--- src/pwsd_pkg.sv ---
// pwsd_pkg: types, constants and register codes of the pulse width symbol decoder
// used by the interfaces and all modules under src

package pwsd_pkg;

  localparam int unsigned BufferBitsDefault = 16;
  localparam int unsigned TimeW = 32;
  localparam int unsigned CfgW = 8;
  localparam int unsigned CfgIdxW = 3;
  localparam int unsigned RxStateW = 2;

  localparam logic [CfgW-1:0] WidthLimit = 8'hFF;

  localparam logic [CfgW-1:0] ToleranceReset = 8'd20;
  localparam logic [CfgW-1:0] StartReset = 8'd50;
  localparam logic [CfgW-1:0] DotReset = 8'd100;
  localparam logic [CfgW-1:0] DashReset = 8'd150;
  localparam logic [CfgW-1:0] StopReset = 8'd200;

  localparam logic [RxStateW-1:0] RxIdle = 2'd0;
  localparam logic [RxStateW-1:0] RxBusy = 2'd1;
  localparam logic [RxStateW-1:0] RxComplete = 2'd2;

  typedef enum logic [CfgIdxW-1:0] {
    CfgTolerance = 3'd0,
    CfgStart = 3'd1,
    CfgDot = 3'd2,
    CfgDash = 3'd3,
    CfgStop = 3'd4
  } cfg_idx_e;

  typedef enum logic [2:0] {
    StIdle = 3'b001,
    StBusy = 3'b010,
    StComplete = 3'b100
  } recv_state_e;

  typedef struct packed {
    logic [CfgW-1:0] tolerance;
    logic [CfgW-1:0] start_w;
    logic [CfgW-1:0] dot_w;
    logic [CfgW-1:0] dash_w;
    logic [CfgW-1:0] stop_w;
  } cfg_t;

  typedef struct packed {
    logic start_hit;
    logic dot_hit;
    logic dash_hit;
    logic stop_hit;
  } hits_t;

  function automatic logic [RxStateW-1:0] rx_code(recv_state_e st);
    logic [RxStateW-1:0] code;
    case (st)
      StIdle:     code = RxIdle;
      StBusy:     code = RxBusy;
      StComplete: code = RxComplete;
      default:    code = RxIdle;
    endcase
    return code;
  endfunction

endpackage

--- src/pwsd_window.sv ---
// pwsd_window: compares a measured pulse width against the four tolerance windows
// depends on pwsd_pkg

module pwsd_window import pwsd_pkg::*; (
  input  logic [CfgW-1:0] width_i,
  input  cfg_t            cfg_i,
  output hits_t           hits_o
);

  // lower bound clamps at zero, so compare width + tol against nominal
  function automatic logic in_window(logic [CfgW-1:0] w, logic [CfgW-1:0] nominal,
                                     logic [CfgW-1:0] tol);
    logic [CfgW:0] w_up;
    logic [CfgW:0] hi;
    w_up = {1'b0, w} + {1'b0, tol};
    hi = {1'b0, nominal} + {1'b0, tol};
    return (w_up >= {1'b0, nominal}) && ({1'b0, w} <= hi);
  endfunction

  always_comb begin
    hits_o.start_hit = in_window(width_i, cfg_i.start_w, cfg_i.tolerance);
    hits_o.dot_hit = in_window(width_i, cfg_i.dot_w, cfg_i.tolerance);
    hits_o.dash_hit = in_window(width_i, cfg_i.dash_w, cfg_i.tolerance);
    hits_o.stop_hit = in_window(width_i, cfg_i.stop_w, cfg_i.tolerance);
  end

endmodule

--- config.mk ---
export PLATFORM = sky130hd
export DESIGN_NAME = pwsd_window
export DESIGN_NICKNAME = d
export VERILOG_FILES = /design/src/pwsd_pkg.sv /design/src/pwsd_window.sv
export SDC_FILE = /design/constraint.sdc
export NUM_CORES = 1
export LEC_CHECK = 0
export ABC_CLOCK_PERIOD_IN_PS = 6300
export BUFFER_PORTS_ARGS = -buffer_cell sky130_fd_sc_hd__buf_2
export CAP_MARGIN = 10
export CORE_MARGIN = 10
export CORE_UTILIZATION = 50
export DETAILED_ROUTE_END_ITERATION = 10
export GPL_TIMING_DRIVEN = 0
export MAX_ROUTING_LAYER = met4
export PLACE_DENSITY = 0.82
export SLEW_MARGIN = 20
export SYNTH_ARGS = -nofsm -noshare
export SYNTH_HDL_FRONTEND = slang
export SYNTH_SLANG_ARGS = --single-unit
--- constraint.sdc ---
create_clock -name vclk -period 6.3
set_input_delay 0.315 -clock vclk [all_inputs]
set_output_delay 0.315 -clock vclk [all_outputs]
set_load 0.01 [all_outputs]
# Yosys cells after proc, flatten, opt, wreduce, memory -nomap -nowiden
# Cells that the tools add are included.
# word_totals
register_bits,0
inputBits,48
out_inout_bits,4
word_cells,17
# op_classes
n_addsub,5
n_lt_le_gt_ge,8
n_reduce_logical,4
# op_table
operator,count
adder 8 x 8 -> 9 bit,5
greater-or-equal comparator 9 x 8 -> 1 bit,4
less-or-equal comparator 8 x 9 -> 1 bit,4
logical AND 1 bit,4

# Depth between registers and ports, before layout
# depth
depth_word,3
mapped_depth,13
mapped_depth_nobuf,13

# Worst setup path after synthesis
# Ideal clock, no wire load.
# synth_timing
kind,input to output
start,in cfg_i[8] in the netlist's numbering
end,out hits_o[1] in the netlist's numbering
t_arrival_ns,2.765
required_time_ns,5.985
setup_slack_ns,3.220
stages,12
path_buffers,0
cell_sequence,ha_1 fa_1 a211oi_1 o21bai_1 a21oi_1 xor2_1 ha_1 a21o_1 a21o_1 a2111oi_4 a211oi_1 a32oi_1
# synth_rtl
element,line,text
start: declaration,pwsd_window.sv:6,"input cfg_t cfg_i,"
end: declaration,pwsd_window.sv:7,output hits_t hits_o

==> out/metrics.yaml <==
pwr:
  clock_power_share: 0
  power-per-cell-area_mw_per_mm2: 133.9
  maximum_vdd_drop_v: 0.00009916
  p_comb_frac: 1.000
  internal_mw: 0.1993
  power.net_switching_mw: 0.2442
  swShare: 0.5506
  total_power_mw: 0.4434
  p_leak_nw: 1.818
  seq_power_share: 0
cells_and_area:
  area_delta_synth_final_pct: 11.83
  post_layout_nonfiller_instances: 492
  fin_nets: 579
  clock_buffers: 0
  flops_and_latches: 0
  layout.filler_cells: 536
  regArea_um2: 0
  antennaDiodeCount: 0
  drive_above_1_share: 0.1286
job:
  drv.max_cap_violation_count: 0
timing:
  hold_viol: 0
  slew_violations: 0
  worst_hold_slack_ns: 1.237
  fmax_ghz: 0.2568
  rsz0062_at_grt: "false"
  finalCriticalPeriod_ns: 3.894
  setup_viol_count_final: 0
  timing.final.crit_share: 0.6181
  timing_worst_slew_pin_value_ns: 0.6952
  setup_tns_ns: 0
  setup_ws_ns: 2.406
  slew_headroom: 0.5332
clock_tree:
  post_cts_resize_count: 0
  postCtsSetupBuffers: 0
  holdBufCountCts: 0
die:
  floorplan.die.width_um: 96.96
  floorplan.die_area_mm2: 0.009401
  row_count: 27
  pin_count: 52
  placeableCoreArea_mm2: 0.005642
  die_h_um: 96.96
  start_util: 0.5250
place:
  globalplace.congestion: 0.8719
  port_buffers: 52
  dpl.cell_count: 492
  place_hpwl_um: 7193
  pre_cts_slack_ns: 2.475
route:
  detail_route.wl_per_cell_um: 17.54
  detailroute.via_count: 2937
  route.detailed.drc: 0
  remaining_antenna_violation_count: 0
  drt_wl_total_um: 8631
  drt_iter0_drc: 119
  number_of_optimization_iterations_in_the_first_detailed_route_pass: 5
  avgViaCountPerCell: 5.970
critical_path:
  worst_path_max_delay_cell: "xnor2_1"
  end_kind: "primary output"
  cp_startpoint_kind: "primary input"
  cp_peak_stage_delay_ns: 0.58
  worstPathBufferInverterCount: 4
  cp_data_required_time_ns: 5.98
  crit_path_cell_trace: "buf_2 -> ha_1 -> inv_1 -> fa_1 -> inv_1 -> a21o_1 -> a211oi_1 -> xnor2_1 -> ha_1 -> a211o_1 -> or2_1 -> a311oi_1 -> a2bb2oi_1 -> buf_2"
  setup.worst_path.class: "primary input to primary output"
  worst_ep_arrival_time_ns: 3.58
  crit_fanout: 5
  cp_top_family: "adder cells"
worst_hold_path:
  min-delay-path-class: "primary input to primary output"
yosys:
  post_synth_instance_area_mm2: 0.002962
  synth.net_count: 525
  post_synthesis_cell_count: 368
  syn_avg_cell_area_um2: 8.048
  synthDistinctLibCells: 38
  ys.warnings.count: 0
  synth_sequential_area_ratio: 0
grt:
  antenna_found_initial: 0
  grt_first_pass_wirelength_um: 13790
  gr-total-overflow: 0
  grt_pass1_vias: 2968
  grt_usage: 0.1762
  maximum_number_of_pins_on_one_net_before_global_route_repair: 11
outcome:
  result_of_the_run: "complete, no violations"
-- tightest hold or removal path, stage by stage --
cell and delay [ns]:
buf_2 0.09, ha_1 0.15, nor4_1 0.06, a32oi_1 0.15
buf_2 0.16
-- cells in the final DEF, fill, tap and decap left out, types with 4 or more instances in the layout --
cell type,Yosys,final
a211oi_1,4,4
a21o_1,17,17
a21oi_1,31,31
buf_2,0,52
fa_1,5,5
ha_1,104,104
inv_1,44,44
nand2_1,4,4
nand2b_1,8,8
nand3_1,4,4
nand4_1,13,13
nor2_1,28,28
nor2b_1,6,6
nor4_1,5,5
o21a_1,6,6
o21ai_0,19,19
o21bai_1,7,7
o31ai_1,4,4
xnor2_1,20,20
xor2_1,10,10
-- power groups by stage --
stage / sequential (mW) / clock (mW) / combinational [mW]
2_1_floorplan: 0 / 0 / 0.313
3_3_place_gp: 0 / 0 / 0.417
3_5_place_dp: 0 / 0 / 0.435
4_1_cts: 0 / 0 / 0.439
5_1_grt: 0 / 0 / 0.499
6_report: 0 / 0 / 0.443
-- metrics by stage --
| stage | area [um2] | utilization |
|---|---|---|
| 5_1_grt | 3312 | 0.5870 |
| 4_1_cts | 3312 | 0.5870 |
| 3_3_place_gp | 3312 | 0.5870 |
| 2_1_floorplan | 2962 | - |
| 3_5_place_dp | 3312 | 0.5870 |
| 6_report | 3312 | 0.5870 |
-- final cells by class --
cell class,count,area (um2),share of cell area
well taps,72,90.09,0.02720
inverters,44,165.2,0.04987
repair buffers,52,260.3,0.07858
multi-input cells,324,2796,0.8444
-- worst paths after layout --
| kind | startpoint | end | slack (ns) | cells after the start |
|---|---|---|---|---|
| setup / recovery | cfg_i[32] | hits_o[0] | 2.41 | 14 |
| hold / removal | cfg_i[23] | hits_o[2] | 1.24 | 5 |
-- cell families (layout without fill, tap and decap cells) --
kind of cell,count (synthesis),after routing,synth area share
buffers and inverters,44,96,0.05577
AOI/OAI and AO/OA,108,108,0.2493
adders and majority gates,109,109,0.4732
xor gates and xnor gates,30,30,0.08872
and+or+nand+nor,77,77,0.1331
-- cells in the mapped netlist, drive strengths merged (2+ instances only) --
library cell    n  area share
ha            104        0.44
inv            44       0.056
a21oi          31       0.052
nor2           28       0.035
xnor2          20       0.059
o21ai          19       0.032
a21o           17       0.043
nand4          13       0.027
xor2           10       0.030
nand2b          8       0.017
o21bai          7       0.018
nor2b           6       0.013
o21a            6       0.015
fa              5       0.034
nor4            5       0.011
a211oi          4       0.010
nand2           4      0.0051
nand3           4      0.0068
o31ai           4       0.010
a32oi           3      0.0089
nor3            3      0.0051
o211a           3       0.010
o211ai          3      0.0076
or3             3      0.0063
o41ai           2      0.0085
-- per-layer routing --
layer  part of all wire  up-vias  routed length, um  global-route usage
met5                  0        -                  0                   -
met4              0.016        0                136             0.03044
met3              0.041       10                356            0.007807
met2               0.49       90               4193              0.3098
met1               0.46     1359               3944              0.2189
li1                   -     1478                  -                   -
No activity file was read; power rests on OpenSTA's default activity.
