### src/pwsd_pkg.sv
// pwsd_pkg: types, constants and register codes of the pulse width symbol decoder
// used by the interfaces and all modules under src

package pwsd_pkg;

  localparam int unsigned BufferBitsDefault = 16;
  localparam int unsigned TimeW = 32;
  localparam int unsigned CfgW = 8;
  localparam int unsigned CfgIdxW = 3;
  localparam int unsigned RxStateW = 2;

  localparam logic [CfgW-1:0] WidthLimit = 8'hFF;

  localparam logic [CfgW-1:0] ToleranceReset = 8'd20;
  localparam logic [CfgW-1:0] StartReset = 8'd50;
  localparam logic [CfgW-1:0] DotReset = 8'd100;
  localparam logic [CfgW-1:0] DashReset = 8'd150;
  localparam logic [CfgW-1:0] StopReset = 8'd200;

  localparam logic [RxStateW-1:0] RxIdle = 2'd0;
  localparam logic [RxStateW-1:0] RxBusy = 2'd1;
  localparam logic [RxStateW-1:0] RxComplete = 2'd2;

  typedef enum logic [CfgIdxW-1:0] {
    CfgTolerance = 3'd0,
    CfgStart = 3'd1,
    CfgDot = 3'd2,
    CfgDash = 3'd3,
    CfgStop = 3'd4
  } cfg_idx_e;

  typedef enum logic [2:0] {
    StIdle = 3'b001,
    StBusy = 3'b010,
    StComplete = 3'b100
  } recv_state_e;

  typedef struct packed {
    logic [CfgW-1:0] tolerance;
    logic [CfgW-1:0] start_w;
    logic [CfgW-1:0] dot_w;
    logic [CfgW-1:0] dash_w;
    logic [CfgW-1:0] stop_w;
  } cfg_t;

  typedef struct packed {
    logic start_hit;
    logic dot_hit;
    logic dash_hit;
    logic stop_hit;
  } hits_t;

  function automatic logic [RxStateW-1:0] rx_code(recv_state_e st);
    logic [RxStateW-1:0] code;
    case (st)
      StIdle:     code = RxIdle;
      StBusy:     code = RxBusy;
      StComplete: code = RxComplete;
      default:    code = RxIdle;
    endcase
    return code;
  endfunction

endpackage

### src/pwsd_cfg_regs.sv
// pwsd_cfg_regs: tolerance and nominal width registers behind the write port
// depends on pwsd_pkg

module pwsd_cfg_regs import pwsd_pkg::*; (
  input  logic               clk_i,
  input  logic               rst_ni,
  input  logic               cfg_we_i,
  input  logic [CfgIdxW-1:0] cfg_idx_i,
  input  logic [CfgW-1:0]    cfg_data_i,
  output cfg_t               cfg_o
);

  cfg_t cfg_q, cfg_d;

  always_comb begin
    cfg_d = cfg_q;
    if (cfg_we_i) begin
      case (cfg_idx_e'(cfg_idx_i))
        CfgTolerance: cfg_d.tolerance = cfg_data_i;
        CfgStart:     cfg_d.start_w = cfg_data_i;
        CfgDot:       cfg_d.dot_w = cfg_data_i;
        CfgDash:      cfg_d.dash_w = cfg_data_i;
        CfgStop:      cfg_d.stop_w = cfg_data_i;
        default:      cfg_d = cfg_q;
      endcase
    end
  end

  always_ff @(posedge clk_i or negedge rst_ni) begin
    if (!rst_ni) begin
      cfg_q.tolerance <= ToleranceReset;
      cfg_q.start_w <= StartReset;
      cfg_q.dot_w <= DotReset;
      cfg_q.dash_w <= DashReset;
      cfg_q.stop_w <= StopReset;
    end else begin
      cfg_q <= cfg_d;
    end
  end

  assign cfg_o = cfg_q;

endmodule

### config.mk
export PLATFORM = sky130hd
export DESIGN_NAME = pwsd_cfg_regs
export DESIGN_NICKNAME = d
export VERILOG_FILES = /design/src/pwsd_pkg.sv /design/src/pwsd_cfg_regs.sv
export SDC_FILE = /design/constraint.sdc
export NUM_CORES = 1
export LEC_CHECK = 0
export BUFFER_PORTS_ARGS = -buffer_cell sky130_fd_sc_hd__buf_2
export CORE_MARGIN = 2
export CORE_UTILIZATION = 40
export DETAILED_ROUTE_END_ITERATION = 6
export PLACE_DENSITY_LB_ADDON = 0.3
export SKIP_CTS_REPAIR_TIMING = 1
export SLEW_MARGIN = 15
export SYNTH_ARGS = -nofsm -noshare
export SYNTH_HDL_FRONTEND = slang
export SYNTH_SLANG_ARGS = --single-unit
### constraint.sdc
create_clock -name clk_i -period 1.69 [get_ports clk_i]
set_input_delay 0.169 -clock clk_i [delete_from_list [all_inputs] [get_ports clk_i]]
set_output_delay 0.169 -clock clk_i [all_outputs]
set_load 0.02 [all_outputs]
* After elaboration in Yosys (flattened, before gate mapping) *
Cells that the tools add are included.

storage, ports and cells
  register bits = 40
  input bits = 14

cells by class
  eq/ne operators = 4
  reductions and logical operators = 6

operators with widths
  kind                                                 count
  AND reduction 2 bit                                  5
  equality test 3 x 2 -> 1 bit, second input constant  2
  equality test 3 x 1 -> 1 bit, second input constant  1
  equality test 3 bit, second input constant           1
  logical NOT 3 bit                                    1

* Logic depth before layout (Yosys ltp) *
Gate-level depths: netlist of the first run.

  depth after elaboration = 2
  mapped depth = 3
  depth with buffers taken out = 2

* Worst setup path after synthesis of the first run *
OpenSTA, ideal clock, no wires.

  path type = input-to-reg
  start point = input cfg_idx_i[0]
  end point = register cfg_q, in the netlist cfg_o[32]
  setup time = 0.125 ns
  arrival = 0.999 ns
  required time = 1.565 ns
  setup slack = 0.566 ns
  stages = 2
  buffers on the path = 0
  cells stage by stage = nor4b_4 > mux2_2

on the way
  word-level cells in the longest chain between the ends = 2

RTL lines
  item                                  RTL line             text
  from (decl)                           pwsd_cfg_regs.sv:8   input logic [CfgIdxW-1:0] cfg_idx_i,
  logical NOT 3 bit                     pwsd_cfg_regs.sv:18  case (cfg_idx_e'(cfg_idx_i))
  AND reduction 2 bit (no source line)  -
  to (signal assigned)                  pwsd_cfg_regs.sv:37  cfg_q <= cfg_d;
  to (decl)                             pwsd_cfg_regs.sv:13  cfg_t cfg_q, cfg_d;

Every way passes these cells.
A chain may end at the register's enable or synchronous reset.

* Final worst setup path of the first run *
  start point = register cfg_q, in the netlist cfg_o[22]
  end point = output cfg_o[22] in the netlist's numbering

RTL lines
  item       RTL line             text
  to (decl)  pwsd_cfg_regs.sv:10  output cfg_t cfg_o

No word-level cell between the ends.

==> results of run 1 <==
[worst max path at each step]
| stage | from | end | slack (ns) | cells after the start |
|---|---|---|---|---|
| after global routing | cfg_o[6]$_DFFE_PN1P_ | cfg_o[6] | 0.50 | 1 |
| after detailed placement | cfg_idx_i[2] | cfg_o[14]$_DFFE_PN0P_ | 0.36 | 3 |
| after floorplan | cfg_idx_i[0] | cfg_o[32]$_DFFE_PN0P_ | 0.57 | 2 |
| final | cfg_o[22]$_DFFE_PN1P_ | cfg_o[22] | 0.54 | 1 |
| after CTS | cfg_o[6]$_DFFE_PN1P_ | cfg_o[6] | 0.53 | 1 |
| after global placement | cfg_idx_i[2] | cfg_o[13]$_DFFE_PN0P_ | 0.38 | 3 |
[power breakdown]
part           total [mW]  internal [mW]  leakage [nW]  switching, mW
clock               0.619          0.332        0.0455          0.286
sequential           1.33           1.23         0.458          0.101
combinational       0.772          0.324         0.426          0.448
[layout make-up]
| class | instances | share of cell area, % |
|---|---|---|
| Tap cell | 48 | 2.98 |
| Sequential cell | 40 | 50.6 |
| Clock buffer | 8 | 4.47 |
| Multi-Input combinational cell | 45 | 26.4 |
| Timing Repair Buffer | 59 | 15.5 |
[synth_stat cells]
library cell | number | area share [%]
dfrtp_1 | 25 | 40
dfstp_2 | 15 | 25
nand4b_1 | 1 | 0.57
buf_2 | 3 | 0.97
nor4b_4 | 1 | 1.5
mux2_2 | 40 | 29
nor4bb_1 | 3 | 1.9
[kinds of logic after synthesis]
logic type / synth area share (%)
buffers and inverters: 0.970
muxes: 29.1
DFF: 65.9
and+or+nand+nor: 4.04
[stage by stage]
stage | cell area [µm²] | cells | worst slack (ns) | hold slack [ns] | utilization [%]
2_1_floorplan | 1550 | 88 | 0.566 | -0.127 | -
3_3_place_gp | 1910 | 191 | 0.383 | 0.241 | 51.9
3_5_place_dp | 1910 | 191 | 0.358 | 0.247 | 51.9
4_1_cts | 2000 | 199 | 0.529 | -0.0655 | 54.3
5_1_grt | 2010 | 200 | 0.501 | 0.171 | 54.6
6_report | 2010 | 200 | 0.543 | 0.175 | 54.6
[per-layer routing]
layer / global-route usage, % / vias to the layer above / part of all wire [%]
li1: - / 450 / -
met1: 19.2 / 505 / 43
met2: 24.1 / 38 / 47
met3: 5.96 / 4 / 8.7
met4: 4.59 / 0 / 1.1
met5: 0 / - / 0
==> qor.txt, run 1 <==
maximum number of pins on one net before global-route repair - 41
first-pass GRT wire length - 4840 µm
Num CTS Buffers - 5
worst skew pair latency - 0.28 ns
core area - 3690 µm²
R2R cell count - 1
RSZ-0062 raised after global routing - no
worst hold path class - in -> reg
Die H - 66.2 µm
Area growth, synth to finish - 30.2%
CP Capture Type - primary output
DR vias/cell - 4.99
hold path start - cfg_data_i[7]
gp weighted congestion - 0.661
outcome - complete, no violations
leak pwr - 0.929 nW
Rows - 22
CP Buf/Inv Count - 1
Post-DRT Antenna Nets - 0
Worst Path Required - 1.52 ns
register area - 1020 µm²
CP arrival - 0.98 ns
Die ar. - 4380 µm²
CP cell instances - buf_2
gr usage total - 15.2%
Reg2Reg Launch Point - cfg_o[8]$_DFFE_PN0P_
DIE WIDTH - 66.2 µm
# fillers - 333
fraction of layout cells with a size suffix above 1 - 80.9%
TritonCTS clock tree - done
Critical-path top delay cell - dfstp_2
grt ovf - 0
total power - 2.72 mW
Worst Path Class, Setup - reg -> out
I/O pin total - 54
fin crit share - 67.9%
most frequent cells in the layout - buf_2, mux2_2, dfrtp_1
max_slew headroom - 67.9%
Post-Syn Area - 1550 µm²
R2R Path End - cfg_o[8]$_DFFE_PN0P_
starting density of the core - 42.0%
Detailed Place HPWL - 2200 µm
Multi-input gate area - 532 µm²
worst slew pin tran - 0.481 ns
PwrDens - 1350 nW/µm²
drt pass-1 iters - 4
Peak VDD IR - 0.772 mV
Fin. Hold Viols - 0
Fmax achieved - 872 MHz
Vias - 997
commonest non-fill, non-tap cell in the layout - buf_2
skew final - 0 ns
Synth Instances - 88
clock root cell - clkbuf_8
Max stage delay on crit path - 0.54 ns
Final TNS setup - 0 ns
nets@finish - 165
FF-to-FF setup slack - 0.93 ns
Hold Crit Depth - 2
CTS H-Tree Depth - 2
delay-heaviest family, CP - flip-flops
initial drt markers - 10
Tmin final - 1.15 ns
Ys Warns - 0
total routed wirelength - 3010 µm
clock-pin slew of the registers on the worst-case setup and hold paths - 0.07 ns
drc violations - 0
CP max FO - 2
vias in the first global route - 982
Slew Viols, Final - 0
number of inserted diodes - 0
clk sinks - 40
CP startpoint kind - flop
post-synth cell types - 7
max_cap viols - 0
DR WL/cell - 15.1 µm
WHS Endpoint - cfg_o[23]$_DFFE_PN0P_
clock buffer depth - 2
Largest register FFs - 40
flop and latch count out of synthesis - 40
syn_area_per_cell - 17.6 µm²
initial antenna violation count - 0
sequential area share after synthesis - 65.9%
Port Buffers - 53
# setup viols final - 0
Synthesized Nets - 102
Note: power is estimated with default switching activity, not from simulation.
==> inputs of run 2 (changes only) <==
Settings changed: ABC_AREA from default to 1.
Clock period 1.69 ns to 1.2 ns, I/O delays scaled along.
==> run 2 against run 1 <==
Sequential share of layout area shrank 2.5 points. Design area grew 5.3%. Clock-buffer cell count is the same. Register-to-register slack lost 0.45 ns. Die area grew 7.8%. Largest cell class unchanged. Clock skew is the same.
==> qor.txt, run 2 <==
Synthesized Nets - 196 (+92%)
drt pass-1 iters - 4 (unchanged)
Tmin final - 1.11 ns
top-area cell type share of the netlist area - 37.3% (-3.1 points)
top cells by count, synth - nand2_1, nand3_1, dfrtp_1, dfstp_2, nor2_4
R2R Path End - cfg_o[10]$_DFFE_PN1P_
most frequent cells in the layout - nand2_1, buf_2, nand3_1
Slew Viols, Final - 0 (unchanged)
clock-pin slew of the registers on the worst-case setup and hold paths - 0.07 ns (about the same)
worst slew pin tran - 0.404 ns (-0.0771 ns)
DR WL/cell - 13.7 µm (-9.3%)
Synth Instances - 182 (+110%)
DR vias/cell - 4.81 (-3.6%)
CP Buf/Inv Count - 1 (unchanged)
leading cell type by number of instances after synthesis - nand2_1
worst hold path class - in -> reg
total routed wirelength - 4030 µm (+34%)
Detailed Place HPWL - 2930 µm (+33%)
initial antenna violation count - 0 (unchanged)
clock buffer depth - 2 (unchanged)
delay-heaviest family, CP - flip-flops
Vias - 1418 (+42%)
number of inserted diodes - 0 (unchanged)
RSZ-0062 raised after global routing - no
leak pwr - 1.19 nW (+29%)
Worst Path Class, Setup - reg -> out
Max stage delay on crit path - 0.54 ns (about the same)
CP startpoint kind - flop
syn_area_per_cell - 9.21 µm² (-48%)
Die H - 68.7 µm (+3.8%)
worst skew pair latency - 0.29 ns (about the same)
initial drt markers - 125 (+115)
Rows - 23 (+4.5%)
Area growth, synth to finish - 26.5%
CP Depth - 1 (unchanged)
I/O pin total - 54 (unchanged)
worst slack, placed - 0.176 ns (-0.182 ns)
Setup WS post-layout - 0.0917 ns (-0.451 ns)
CP cell instances - buf_2
TritonCTS clock tree - done
Peak VDD IR - 0.718 mV (-7.1%)
crit path to - cfg_o[15]
Fin. Hold Viols - 0 (unchanged)
sequential area share after synthesis - 60.8% (-5.1 points)
Critical-path top delay cell - dfstp_2
max_cap viols - 0 (unchanged)
DIE WIDTH - 68.7 µm (+3.8%)
Final TNS setup - 0 ns (unchanged)
fin util - 52.6% (-2.0 points)
dominant cell type by area after synthesis - dfrtp_1
first-pass GRT wire length - 6390 µm (+32%)
core area - 4030 µm² (+9.2%)
outcome - complete, no violations
PwrDens - 1750 nW/µm² (+30%)
Fmax achieved - 902 MHz
post-synth cell types - 13 (+6)
Post-DRT Antenna Nets - 0 (unchanged)
# setup viols final - 0 (unchanged)
CTS H-Tree Depth - 2 (unchanged)
maximum number of pins on one net before global-route repair - 25 (-39%)
grt ovf - 0 (unchanged)
commonest non-fill, non-tap cell in the layout - nand2_1
Die ar. - 4730 µm² (+7.8%)
CP arrival - 0.99 ns (about the same)
max_slew headroom - 73.1% (+5.1 points)
Post-Syn Area - 1680 µm² (+8.3%)
CP max FO - 2 (unchanged)
Post-synth EDFFs - 0 (unchanged)
Ys Warns - 0 (unchanged)
flop and latch count out of synthesis - 40 (unchanged)
commonest register cell after synthesis - dfrtp_1
Reg2Reg Launch Point - cfg_o[10]$_DFFE_PN1P_
vias in the first global route - 1280 (+30%)
drc violations - 0 (unchanged)
nets@finish - 258 (+56%)
CP Capture Type - primary output
fin crit share - 92.4%
Port Buffers - 53 (unchanged)
fraction of layout cells with a size suffix above 1 - 37.1% (-44 points)
clk sinks - 40 (unchanged)
gp weighted congestion - 0.747 (+13%)
Synth area leaders - dfrtp_1, dfstp_2, nand2_1, nand3_1, nor2_4
skew final - 0 ns (unchanged)
Num CTS Buffers - 5 (unchanged)
Worst Path Required - 1.08 ns (-0.44 ns)
FF-to-FF setup slack - 0.48 ns (-0.45 ns)
starting density of the core - 41.6% (-0.35 points)
asr flop ratio synth - 100% (unchanged)
gr usage total - 19.1% (+3.9 points)
R2R cell count - 2 (+1)
Largest register FFs - 40 (unchanged)
clock root cell - clkbuf_8
Crit. Startpoint - cfg_o[15]$_DFFE_PN1P_
[run 2: cell types whose count changed after synthesis, sizes merged]
cell    change
nor4bb      -3
nand2      +96
nor4b       -1
mux2       -40
inv         +5
nand4b      -1
nand3      +32
nor2        +5
clkinv      +1
[run 2: worst min-delay path by stage]
stage	from	end	slack, ns	depth (start not counted)
2_1_floorplan	rst_ni	cfg_o[0]$_DFFE_PN0P_	-0.18	0
3_3_place_gp	rst_ni	cfg_o[23]$_DFFE_PN0P_	0.07	1
3_5_place_dp	rst_ni	cfg_o[23]$_DFFE_PN0P_	0.07	1
4_1_cts	rst_ni	cfg_o[16]$_DFFE_PN0P_	-0.25	1
5_1_grt	cfg_data_i[1]	cfg_o[9]$_DFFE_PN1P_	0.09	3
6_report	cfg_data_i[4]	cfg_o[12]$_DFFE_PN1P_	0.09	3
[run 2: final cells by class]
type / count / area [µm²]
clock buffers: 8 / 90.1
fillers: 404 / 1910
inverters: 6 / 22.5
multi-input cells: 133 / 608
flip-flops and latches: 40 / 1020
well taps: 50 / 62.6
repair buffers: 58 / 318
[run 2: report_power, final]
group          switching, mW  leakage, nW  internal (mW)  total, mW
clock network          0.450       0.0455          0.469      0.919
logic                  0.665        0.677          0.318      0.984
registers              0.135        0.471           1.67       1.80
[run 2: cell families after synthesis]
kind of cell           Yosys count  share of synthesized area [%]
DFF                             40                           60.8
buffers and inverters            9                           2.91
and+or+nand+nor                133                           36.3
[run 2: layer usage]
layer | share of wire [%] | GRT usage (%) | vias to the layer above
met5 | 0 | 0 | -
met4 | 2.5 | 10.0 | 0
met3 | 6.0 | 5.19 | 9
met2 | 46 | 28.4 | 43
met1 | 45 | 25.5 | 670
li1 | - | - | 696
[run 2: metrics by stage]
| stage | total power, mW | hold WS [ns] | area [µm²] | instances |
|---|---|---|---|---|
| 4_1_cts | 3.76 | -0.246 | 2110 | 294 |
| 3_5_place_dp | 2.82 | 0.0719 | 2020 | 286 |
| 2_1_floorplan | 2.41 | -0.176 | 1680 | 182 |
| 6_report | 3.70 | 0.0864 | 2120 | 295 |
| 3_3_place_gp | 2.80 | 0.0694 | 2020 | 286 |
| 5_1_grt | 3.93 | 0.0935 | 2120 | 295 |
